$ cat config.mk
export PLATFORM = sky130hd
export DESIGN_NAME = jalali_date_julian_day_convert
export DESIGN_NICKNAME = d
export VERILOG_FILES = /design/src/design/jddc_pkg.sv /design/src/design/jddc_front.sv /design/src/design/jddc_fifo.sv /design/src/design/jddc_back.sv /design/src/design/jalali_date_julian_day_convert.sv
export SDC_FILE = /design/constraint.sdc
export NUM_CORES = 2
export LEC_CHECK = 0
export ABC_AREA = 1
export BUFFER_PORTS_ARGS = -buffer_cell sky130_fd_sc_hd__buf_2
export CAP_MARGIN = 20
export CORE_MARGIN = 1
export CORE_UTILIZATION = 35
export DETAILED_ROUTE_END_ITERATION = 6
export GPL_ROUTABILITY_DRIVEN = 0
export GPL_TIMING_DRIVEN = 0
export SYNTH_ARGS = -nofsm -noshare
export SYNTH_HDL_FRONTEND = slang
export SYNTH_SLANG_ARGS = --single-unit
$ cat constraint.sdc
create_clock -name clk -period 19.64 [get_ports clk]
set_input_delay 0.982 -clock clk [delete_from_list [all_inputs] [get_ports clk]]
set_output_delay 0.982 -clock clk [all_outputs]
set_load 0.01 [all_outputs]
$ cat src/design/jddc_pkg.sv
`default_nettype none
package jddc_pkg;

  typedef enum logic {
    MODE_TO_JDN  = 1'b0,
    MODE_TO_DATE = 1'b1
  } mode_t;

  // Bias values that make the cycle numerators non-negative
  localparam logic signed [31:0] YearNumBias  = 32'sd1051860;   // 2820 * 373
  localparam logic signed [31:0] JdnNumBias   = 32'sd537589646; // 1029983 * 524 - epoch
  localparam logic [10:0]        YearCycBias  = 11'd373;
  localparam logic [10:0]        JdnCycBias   = 11'd524;
  localparam logic signed [31:0] BaseYearPos  = 32'sd475;
  localparam logic signed [31:0] BaseYearNeg  = 32'sd474;
  localparam logic signed [31:0] EpochJdn     = 32'sd2121446;
  localparam logic [20:0]        CycleDays    = 21'd1029983;
  localparam logic [20:0]        CycleYears   = 21'd2820;
  localparam logic [9:0]         LeapNum      = 10'd683;
  localparam logic [8:0]         YearDays     = 9'd365;

  // Reciprocals for the constant dividers: floor(2^S / D)
  localparam logic [11:0] RecipYears21 = 12'd743;   // 2^21 / 2820
  localparam logic [11:0] RecipDays31  = 12'd2084;  // 2^31 / 1029983
  localparam logic [12:0] RecipDays32  = 13'd4169;  // 2^32 / 1029983

  localparam int QueueDepth = 4;
  localparam int QPtrW      = $clog2(QueueDepth);

  typedef struct packed {
    mode_t       mode;
    logic [30:0] num;
    logic [8:0]  diy;
    logic        date_ok;
    logic        need_leap;
  } jddc_entry_t;

  typedef struct packed {
    logic        vld;
    mode_t       mode;
    logic [8:0]  diy;
    logic        date_ok;
    logic        need_leap;
  } jddc_meta_t;

  // Days in the year before the first day of month m
  function automatic logic [8:0] month_offset(input logic [3:0] m);
    logic [8:0] r;
    case (m)
      4'd1:    r = 9'd0;
      4'd2:    r = 9'd31;
      4'd3:    r = 9'd62;
      4'd4:    r = 9'd93;
      4'd5:    r = 9'd124;
      4'd6:    r = 9'd155;
      4'd7:    r = 9'd186;
      4'd8:    r = 9'd216;
      4'd9:    r = 9'd246;
      4'd10:   r = 9'd276;
      4'd11:   r = 9'd306;
      4'd12:   r = 9'd336;
      default: r = 9'd0;
    endcase
    return r;
  endfunction

endpackage
`default_nettype wire

$ cat src/design/jddc_front.sv
`default_nettype none
module jddc_front (
  input  wire logic                  clk,
  input  wire logic                  rst_n,
  input  wire logic                  in_valid,
  output logic                       in_stall,
  input  wire logic                  in_mode,
  input  wire logic signed [20:0]    in_year_in,
  input  wire logic [3:0]            in_month_in,
  input  wire logic [4:0]            in_day_in,
  input  wire logic signed [29:0]    in_jdn_in,
  output logic                       ent_valid,
  output jddc_pkg::jddc_entry_t      ent,
  input  wire logic                  ent_ready
);
  import jddc_pkg::*;

  logic               v_r;
  logic               mode_r;
  logic signed [20:0] year_r;
  logic [3:0]         month_r;
  logic [4:0]         day_r;
  logic signed [29:0] jdn_r;

  assign in_stall  = v_r & ~ent_ready;
  assign ent_valid = v_r;

  always_ff @(posedge clk) begin
    if (!rst_n) begin
      v_r <= 1'b0;
    end else if (!in_stall) begin
      v_r <= in_valid;
    end
  end

  always_ff @(posedge clk) begin
    if (in_valid && !in_stall) begin
      mode_r  <= in_mode;
      year_r  <= in_year_in;
      month_r <= in_month_in;
      day_r   <= in_day_in;
      jdn_r   <= in_jdn_in;
    end
  end

  always_comb begin
    logic signed [31:0] year_x;
    logic signed [31:0] ynum;
    logic signed [31:0] jnum;
    logic               month_ok;
    logic               day_ok;
    year_x   = {{11{year_r[20]}}, year_r};
    ynum     = year_x - (year_r[20] ? BaseYearNeg : BaseYearPos) + YearNumBias;
    jnum     = {{2{jdn_r[29]}}, jdn_r} + JdnNumBias;
    month_ok = month_r inside {[4'd1:4'd12]};
    // month 12 allows day 30 here; the leap test later settles it
    day_ok   = (day_r != 5'd0) && (day_r <= ((month_r < 4'd7) ? 5'd31 : 5'd30));
    ent.mode      = mode_t'(mode_r);
    ent.num       = (mode_r == MODE_TO_DATE) ? jnum[30:0] : ynum[30:0];
    ent.diy       = month_offset(month_r) + {4'b0, day_r};
    ent.date_ok   = (year_r != 21'sd0) && month_ok && day_ok;
    ent.need_leap = (month_r == 4'd12) && (day_r == 5'd30);
  end

endmodule
`default_nettype wire

$ cat src/design/jddc_fifo.sv
`default_nettype none
module jddc_fifo (
  input  wire logic                  clk,
  input  wire logic                  rst_n,
  input  wire logic                  push_valid,
  input  wire jddc_pkg::jddc_entry_t push_data,
  output logic                       push_ready,
  input  wire logic                  pop,
  output logic                       pop_valid,
  output jddc_pkg::jddc_entry_t      pop_data
);
  import jddc_pkg::*;

  jddc_entry_t      mem [QueueDepth];
  logic [QPtrW-1:0] wr_ptr_r, rd_ptr_r;
  logic [QPtrW:0]   count_r;
  logic             push;
  logic             do_pop;

  assign push_ready = (count_r != (QPtrW+1)'(QueueDepth));
  assign pop_valid  = (count_r != '0);
  assign push       = push_valid & push_ready;
  assign do_pop     = pop & pop_valid;
  assign pop_data   = mem[rd_ptr_r];

  always_ff @(posedge clk) begin
    if (push) begin
      mem[wr_ptr_r] <= push_data;
    end
  end

  always_ff @(posedge clk) begin
    if (!rst_n) begin
      wr_ptr_r <= '0;
      rd_ptr_r <= '0;
      count_r  <= '0;
    end else begin
      if (push) begin
        wr_ptr_r <= wr_ptr_r + 1'b1;
      end
      if (do_pop) begin
        rd_ptr_r <= rd_ptr_r + 1'b1;
      end
      if (push && !do_pop) begin
        count_r <= count_r + 1'b1;
      end else if (!push && do_pop) begin
        count_r <= count_r - 1'b1;
      end
    end
  end

endmodule
`default_nettype wire

$ cat src/design/jddc_back.sv
`default_nettype none
module jddc_back (
  input  wire logic                  clk,
  input  wire logic                  rst_n,
  input  wire logic                  pop_valid,
  input  wire jddc_pkg::jddc_entry_t pop_data,
  output logic                       pop,
  output logic                       out_valid,
  input  wire logic                  out_stall,
  output logic                       out_valid_res,
  output logic signed [29:0]         out_jdn_out,
  output logic signed [20:0]         out_year_out,
  output logic [3:0]                 out_month_out,
  output logic [4:0]                 out_day_out
);
  import jddc_pkg::*;

  logic en;
  jddc_meta_t meta_r [1:9];

  // stage registers
  logic [10:0] qe1_r;
  logic [30:0] num1_r;
  logic [10:0] cyc2_r;
  logic [19:0] rem2_r;
  logic [31:0] x3_r;
  logic [10:0] cyc3_r;
  logic [19:0] rem3_r;
  logic [11:0] qe4_r;
  logic [31:0] x4_r;
  logic [10:0] cyc4_r;
  logic [19:0] rem4_r;
  logic [11:0] yic5_r;
  logic [10:0] cyc5_r;
  logic [19:0] rem5_r;
  logic [20:0] a06_r, a16_r;
  logic signed [31:0] cterm6_r;
  logic [11:0] yic6_r;
  logic [19:0] rem6_r;
  logic [9:0]  qf07_r, qf17_r;
  logic [20:0] a07_r, a17_r;
  logic signed [31:0] cterm7_r;
  logic [11:0] yic7_r;
  logic [19:0] rem7_r;
  logic [9:0]  f08_r, f18_r;
  logic signed [31:0] cterm8_r;
  logic [11:0] yic8_r;
  logic [19:0] rem8_r;
  logic [29:0] jdn9_r;
  logic [8:0]  d9_r;
  logic signed [22:0] yr9_r;
  logic        leap9_r;
  logic        v09_r;

  logic              out_valid_r;
  logic              valid_res_r;
  logic [29:0]       jdn_out_r;
  logic [20:0]       year_out_r;
  logic [3:0]        month_out_r;
  logic [4:0]        day_out_r;

  // whole pipe moves together while the output slot can take a new item
  assign en  = ~out_valid_r | ~out_stall;
  assign pop = en & pop_valid;

  always_ff @(posedge clk) begin
    if (!rst_n) begin
      for (int i = 1; i <= 9; i++) begin
        meta_r[i].vld <= 1'b0;
      end
    end else if (en) begin
      meta_r[1].vld       <= pop_valid;
      meta_r[1].mode      <= pop_data.mode;
      meta_r[1].diy       <= pop_data.diy;
      meta_r[1].date_ok   <= pop_data.date_ok;
      meta_r[1].need_leap <= pop_data.need_leap;
      for (int i = 2; i <= 9; i++) begin
        meta_r[i] <= meta_r[i-1];
      end
    end
  end

  // stage 1: quotient estimate of the cycle split
  logic [42:0] prod1;
  assign prod1 = {12'b0, pop_data.num} *
                 {31'b0, ((pop_data.mode == MODE_TO_DATE) ? RecipDays31 : RecipYears21)};

  always_ff @(posedge clk) begin
    if (en) begin
      qe1_r  <= (pop_data.mode == MODE_TO_DATE) ? prod1[41:31] : prod1[31:21];
      num1_r <= pop_data.num;
    end
  end

  // stage 2: remainder and one correction step
  logic [20:0] div2;
  logic [31:0] qd2;
  logic [31:0] r2_raw;
  logic [20:0] r2;
  logic [10:0] q2;
  logic [19:0] rem2_c;
  logic [10:0] cyc2_c;
  always_comb begin
    div2   = (meta_r[1].mode == MODE_TO_DATE) ? CycleDays : CycleYears;
    qd2    = {21'b0, qe1_r} * {11'b0, div2};
    r2_raw = {1'b0, num1_r} - qd2;
    r2     = r2_raw[20:0];
    if (r2 >= div2) begin
      q2     = qe1_r + 11'd1;
      rem2_c = 20'(r2 - div2);
    end else begin
      q2     = qe1_r;
      rem2_c = r2[19:0];
    end
    cyc2_c = q2 - ((meta_r[1].mode == MODE_TO_DATE) ? JdnCycBias : YearCycBias);
  end

  always_ff @(posedge clk) begin
    if (en) begin
      cyc2_r <= cyc2_c;
      rem2_r <= rem2_c;
    end
  end

  // stage 3: scale the cycle remainder (the day offset when converting to a date) by years per cycle
  always_ff @(posedge clk) begin
    if (en) begin
      x3_r   <= {12'b0, rem2_r} * {20'b0, CycleYears[11:0]};
      cyc3_r <= cyc2_r;
      rem3_r <= rem2_r;
    end
  end

  // stage 4: year-in-cycle estimate
  logic [44:0] prod4;
  assign prod4 = {13'b0, x3_r} * {32'b0, RecipDays32};

  always_ff @(posedge clk) begin
    if (en) begin
      qe4_r  <= prod4[43:32];
      x4_r   <= x3_r;
      cyc4_r <= cyc3_r;
      rem4_r <= rem3_r;
    end
  end

  // stage 5: correct the year-in-cycle
  logic [31:0] r5_raw;
  logic [20:0] r5;
  logic [11:0] q5;
  always_comb begin
    r5_raw = x4_r - ({20'b0, qe4_r} * {11'b0, CycleDays});
    r5     = r5_raw[20:0];
    q5     = (r5 >= CycleDays) ? qe4_r + 12'd1 : qe4_r;
  end

  always_ff @(posedge clk) begin
    if (en) begin
      yic5_r <= (meta_r[4].mode == MODE_TO_DATE) ? q5 : rem4_r[11:0];
      cyc5_r <= cyc4_r;
      rem5_r <= rem4_r;
    end
  end

  // stage 6: leap numerators for this and the next year, cycle term
  logic signed [31:0] cyc6_x;
  assign cyc6_x = {{21{cyc5_r[10]}}, cyc5_r};

  always_ff @(posedge clk) begin
    if (en) begin
      a06_r    <= 21'({9'b0, yic5_r} * {11'b0, LeapNum});
      a16_r    <= 21'(({9'b0, yic5_r} + 21'd1) * {11'b0, LeapNum});
      cterm6_r <= cyc6_x * ((meta_r[5].mode == MODE_TO_DATE) ?
                            32'sd2820 : 32'sd1029983);
      yic6_r   <= yic5_r;
      rem6_r   <= rem5_r;
    end
  end

  // stage 7: divide both numerators by years per cycle
  logic [32:0] p70, p71;
  assign p70 = {12'b0, a06_r} * {21'b0, RecipYears21};
  assign p71 = {12'b0, a16_r} * {21'b0, RecipYears21};

  always_ff @(posedge clk) begin
    if (en) begin
      qf07_r   <= p70[30:21];
      qf17_r   <= p71[30:21];
      a07_r    <= a06_r;
      a17_r    <= a16_r;
      cterm7_r <= cterm6_r;
      yic7_r   <= yic6_r;
      rem7_r   <= rem6_r;
    end
  end

  // stage 8: correct both quotients
  logic [21:0] r80, r81;
  always_comb begin
    r80 = 22'({1'b0, a07_r} - ({12'b0, qf07_r} * {1'b0, CycleYears}));
    r81 = 22'({1'b0, a17_r} - ({12'b0, qf17_r} * {1'b0, CycleYears}));
  end

  always_ff @(posedge clk) begin
    if (en) begin
      f08_r    <= (r80 >= {1'b0, CycleYears}) ? qf07_r + 10'd1 : qf07_r;
      f18_r    <= (r81 >= {1'b0, CycleYears}) ? qf17_r + 10'd1 : qf17_r;
      cterm8_r <= cterm7_r;
      yic8_r   <= yic7_r;
      rem8_r   <= rem7_r;
    end
  end

  // stage 9: year start, day number, day of year, year
  logic [20:0]        fy9;
  logic signed [31:0] jdn9_c;
  logic [20:0]        d9_c;
  logic signed [31:0] yr9_c;
  always_comb begin
    fy9    = 21'({9'b0, yic8_r} * {12'b0, YearDays}) + {11'b0, f08_r};
    jdn9_c = EpochJdn + cterm8_r + $signed({11'b0, fy9}) +
             $signed({23'b0, meta_r[8].diy}) - 32'sd1;
    d9_c   = {1'b0, rem8_r} + 21'd1 - fy9;
    yr9_c  = cterm8_r + $signed({20'b0, yic8_r}) + BaseYearPos;
  end

  always_ff @(posedge clk) begin
    if (en) begin
      jdn9_r  <= jdn9_c[29:0];
      d9_r    <= d9_c[8:0];
      yr9_r   <= yr9_c[22:0];
      leap9_r <= (f18_r != f08_r);
      v09_r   <= meta_r[8].date_ok & (~meta_r[8].need_leap | (f18_r != f08_r));
    end
  end

  // stage 10: year overflow, skip year zero, month walk
  logic [8:0]         ylen;
  logic signed [22:0] yr_a, yr_b;
  logic [8:0]         d_f;
  logic [3:0]         mon;
  logic [8:0]         dom;
  logic               fits;
  always_comb begin
    ylen = leap9_r ? 9'd366 : 9'd365;
    if (d9_r > ylen) begin
      yr_a = yr9_r + 23'sd1;
      d_f  = 9'd1;
    end else begin
      yr_a = yr9_r;
      d_f  = d9_r;
    end
    yr_b = (yr_a <= 23'sd0) ? yr_a - 23'sd1 : yr_a;
    mon  = 4'd1;
    for (int k = 2; k <= 12; k++) begin
      if (d_f > month_offset(4'(k))) begin
        mon = mon + 4'd1;
      end
    end
    dom  = d_f - month_offset(mon);
    fits = (yr_b >= -23'sd1048576) && (yr_b <= 23'sd1048575);
  end

  always_ff @(posedge clk) begin
    if (!rst_n) begin
      out_valid_r <= 1'b0;
    end else if (en) begin
      out_valid_r <= meta_r[9].vld;
    end
  end

  always_ff @(posedge clk) begin
    if (en) begin
      if (meta_r[9].mode == MODE_TO_DATE) begin
        valid_res_r <= fits;
        jdn_out_r   <= '0;
        year_out_r  <= yr_b[20:0];
        month_out_r <= mon;
        day_out_r   <= dom[4:0];
      end else begin
        valid_res_r <= v09_r;
        jdn_out_r   <= v09_r ? jdn9_r : '0;
        year_out_r  <= '0;
        month_out_r <= '0;
        day_out_r   <= '0;
      end
    end
  end

  assign out_valid     = out_valid_r;
  assign out_valid_res = valid_res_r;
  assign out_jdn_out   = $signed(jdn_out_r);
  assign out_year_out  = $signed(year_out_r);
  assign out_month_out = month_out_r;
  assign out_day_out   = day_out_r;

endmodule
`default_nettype wire

$ cat src/design/jalali_date_julian_day_convert.sv
// Channel | Direction | Handshake            | Payload
// in_     | input     | in_valid / in_stall   | mode, year_in, month_in, day_in, jdn_in
// out_    | output    | out_valid / out_stall | valid_res, jdn_out, year_out, month_out, day_out
//
// One item per cycle sustained while out_ is not stalled. The path runs through the input
// register, the queue, nine back-end stages and the output register.
// The rate is set by the back-end pipeline, which advances whenever the output
// register is empty or being taken; the four-entry queue absorbs front-end items.
// Synchronous active-low reset empties the input register, queue and pipeline.
// A stall on out_ holds the back end; in_stall rises only once the queue is full.
`default_nettype none
module jalali_date_julian_day_convert (
  input  wire logic               clk,
  input  wire logic               rst_n,
  input  wire logic               in_valid,
  output logic                    in_stall,
  input  wire logic               in_mode,
  input  wire logic signed [20:0] in_year_in,
  input  wire logic [3:0]         in_month_in,
  input  wire logic [4:0]         in_day_in,
  input  wire logic signed [29:0] in_jdn_in,
  output logic                    out_valid,
  input  wire logic               out_stall,
  output logic                    out_valid_res,
  output logic signed [29:0]      out_jdn_out,
  output logic signed [20:0]      out_year_out,
  output logic [3:0]              out_month_out,
  output logic [4:0]              out_day_out
);
  import jddc_pkg::*;

  logic        ent_valid;
  logic        ent_ready;
  jddc_entry_t ent;
  logic        pop_valid;
  logic        pop;
  jddc_entry_t pop_data;

  jddc_front u_front (
    .clk         (clk),
    .rst_n       (rst_n),
    .in_valid    (in_valid),
    .in_stall    (in_stall),
    .in_mode     (in_mode),
    .in_year_in  (in_year_in),
    .in_month_in (in_month_in),
    .in_day_in   (in_day_in),
    .in_jdn_in   (in_jdn_in),
    .ent_valid   (ent_valid),
    .ent         (ent),
    .ent_ready   (ent_ready)
  );

  jddc_fifo u_fifo (
    .clk        (clk),
    .rst_n      (rst_n),
    .push_valid (ent_valid),
    .push_data  (ent),
    .push_ready (ent_ready),
    .pop        (pop),
    .pop_valid  (pop_valid),
    .pop_data   (pop_data)
  );

  jddc_back u_back (
    .clk           (clk),
    .rst_n         (rst_n),
    .pop_valid     (pop_valid),
    .pop_data      (pop_data),
    .pop           (pop),
    .out_valid     (out_valid),
    .out_stall     (out_stall),
    .out_valid_res (out_valid_res),
    .out_jdn_out   (out_jdn_out),
    .out_year_out  (out_year_out),
    .out_month_out (out_month_out),
    .out_day_out   (out_day_out)
  );

endmodule
`default_nettype wire

==> metrics.md <==
| Metric | Value |
|---|---|
| Asr flop ratio synth | `0` |
| Vias in the first global route | `58800` |
| Io pins | `128` |
| CTS sink count | `946` |
| Routed Antenna Nets | `0` |
| CP max stage delay | `0.78 ns` |
| Synth Area in XOR/XNOR | `0.0470` |
| Slew @ Worst Pin | `1.16 ns` |
| Avg Cell Area, Syn | `10.4 um2` |
| Seq cells post-synth | `946` |
| Clk root buf | `clkbuf_16` |
| Die footprint | `0.248 mm2` |
| Ant diodes | `0` |
| Crit path top cell by count | `nand2_1` |
| Max Cap Violations | `0` |
| Clock transition at path regs | `0.08 ns` |
| TritonCTS buffer count | `101` |
| Hold Path Sink | `u_back.rem4_r[7]$_DFFE_PN_` |
| Post-CTS setup buffer count | `0` |
| Crit-path leading delay family | `adder cells` |
| First-pass GRT wire length | `295000 um` |
| Vias/cell | `4.69` |
| Relative slew slack | `0.227` |
| CTS tree | `yes` |
| Die Y | `498 um` |
| Fmax | `0.0969 GHz` |
| Most frequent cells in the layout | `inv_1 (1893), ha_1 (1299), nand2_1 (957)` |
| Worst-Skew Late Latency | `0.75 ns` |
| Status | `completed` |
| Deepest clock path buffer count | `3` |
| DP HPWL | `146000 um` |
| Final Setup Violations | `0` |
| Remaining global-route overflow | `0` |
| P&R area growth vs syn | `10.1%` |
| Slowest CP cell | `edfxtp_1` |
| Drt pass-1 iters | `6` |
| Mux cell area share after synthesis | `0.000232` |
| Total global-route track usage | `0.145` |
| Worst setup EP type | `flop` |
| Reg2reg end | `u_back.cyc2_r[10]$_DFFE_PN_` |
| Crit path kind | `flop to flop` |
| RSZ-0062 raised after global routing | `false` |
| Worst hold slack | `0.371 ns` |
| Worst Clk Skew | `0.0582 ns` |
| Number of synthesized flops with an enable pin | `926` |
| Total Wirelength | `177000 um` |
| IO Port Bufs | `126` |
| Final hold violation count | `0` |
| Post-synth top flop | `edfxtp_1` |
| Synth Warn # | `0` |
| Finished Cell Area | `0.0949 mm2` |
| Die width | `498 um` |
| Synthesized cell area | `0.0862 mm2` |
| Min Tclk post-route | `10.32 ns` |
| H-tree depth reported by CTS | `3` |
| Worst setup SP type | `flop` |
| R2R depth | `46` |
| Post-Place Cells | `11700` |
| Req. time, crit path | `20.14 ns` |
| Setup TNS | `0 ns` |
| Fin nets | `10800` |
| Compound-cell area share of the yosys netlist | `0.0602` |
| Row count | `181` |
| Starting DRC count in detailed routing | `2898` |
| Wire per inst | `14.9 um` |
| Crit path arrival time | `10.82 ns` |
| R2R setup slack | `9.32 ns` |
| WP depth | `46` |
| Post-cts gate resize count | `0` |
| Register area share after synthesis | `0.327` |
| Initial antenna violation count | `3` |
| Simple-Gate Fraction of Synth Area | `0.0903` |
| Via total after detailed routing | `55600` |
| Combinational family with the most area after synthesis | `adder cells` |
| Starting density of the core | `0.353` |
| Post-CTS Hold Fix Bufs | `0` |
| Fin. max-slew vios | `0` |
| Type of the most critical hold path | `flop to flop` |
| Fraction of layout cells with a size suffix above 1 | `0.0455` |
| Core Box Area | `0.244 mm2` |
| Most common cell after layout, fill and taps aside | `inv_1` |
| Pin count of the biggest net entering global routing | `132` |
| Period utilization | `0.525` |
| Hold depth | `0` |
| Number of buffers and inverters on the critical path | `10` |
| Synth unique cells | `69` |
| Crit-path max FO | `10` |
| Cells after Synth | `8294` |
| RR Startpoint | `u_back.meta_r[1][11]$_DFFE_PP_` |
| # DRC | `0` |
| Area after DPL | `0.0914 mm2` |
| Worst min-delay path startpoint | `u_back.rem3_r[7]$_DFFE_PN_` |
| Synth Area in Adders | `0.389` |
| Layout Cells excl Fill | `11900` |
## synth_stat cells (54+ instances only)
| library cell | instances | share of area |
|---|---|---|
| xor2_1 | 329 | 0.033 |
| nand2_1 | 958 | 0.042 |
| inv_1 | 1894 | 0.082 |
| a21oi_1 | 429 | 0.025 |
| nor2_1 | 436 | 0.019 |
| clkbuf_1 | 54 | 0.0024 |
| fa_1 | 863 | 0.20 |
| o21ai_0 | 250 | 0.015 |
| nand3_1 | 220 | 0.013 |
| edfxtp_1 | 926 | 0.32 |
| xnor2_1 | 130 | 0.013 |
| ha_1 | 1299 | 0.19 |
## logic make-up after synthesis
kind of cell | after synthesis
xor gates and xnor gates | 461
DFF | 946
adders and majority gates | 2162
buffers and inverters | 1970
other | 2
and+or+nand+nor | 1835
muxes | 2
AOI/OAI and AO/OA | 916
## layout make-up
class                           count  area, um2
Clock inverter                     70        920
Fill cell                       23700     149000
Buffer                             68        290
Clock buffer                      115       2600
Inverter                         1902       7140
Timing Repair Buffer              140        978
Tap cell                         3202       4010
Multi-Input combinational cell   5412      50800
Sequential cell                   946      28200
## through the flow
| stage | utilization | worst slack [ns] |
|---|---|---|
| 2_1_floorplan | - | 5.53 |
| 3_3_place_gp | 0.373 | 0.0664 |
| 5_1_grt | 0.389 | 8.59 |
| 4_1_cts | 0.389 | 9.33 |
| 6_report | 0.389 | 9.32 |
| 3_5_place_dp | 0.374 | 9.32 |
## metal layers
layer / wire (um) / up-vias / global-route usage
li1: - / 27500 / -
met1: 79900 / 26900 / 0.186
met5: 13 / - / 0
met3: 6290 / 271 / 0.0188
met2: 86100 / 958 / 0.255
met4: 4340 / 2 / 0.0375
## sequential cells by signal, indices dropped and copies added, names as in the netlist, 13 cells and up, named ones only
signal	flops
u_back.a06_r	20
u_back.a07_r	19
u_back.a16_r	21
u_back.a17_r	19
u_back.cterm6_r	30
u_back.cterm7_r	30
u_back.cterm8_r	30
u_back.jdn9_r	30
u_back.meta_r	106
u_back.num1_r	21
u_back.out_jdn_out	30
u_back.out_year_out	21
u_back.rem2_r	20
u_back.x3_r	24
u_back.x4_r	13
u_back.yr9_r	23
u_fifo.mem	172
u_front.jdn_r	30
u_front.year_r	21
## how the worst max path moves through the flow
stage                                        start                             end  slack, ns
global route        u_back.meta_r[1][11]$_DFFE_PP_     u_back.cyc2_r[10]$_DFFE_PN_       8.59
CTS                 u_back.meta_r[1][11]$_DFFE_PP_     u_back.cyc2_r[10]$_DFFE_PN_       9.33
detailed placement  u_back.meta_r[1][11]$_DFFE_PP_     u_back.cyc2_r[10]$_DFFE_PN_       9.32
global placement                         out_stall  u_back.meta_r[9][12]$_DFFE_PP_       0.07
finish              u_back.meta_r[1][11]$_DFFE_PP_     u_back.cyc2_r[10]$_DFFE_PN_       9.32
floorplan                                out_stall  u_back.meta_r[2][12]$_DFFE_PP_       5.53
Power is not shown: default switching activity piles up to over one toggle a cycle in this logic, so the estimate is an artifact.
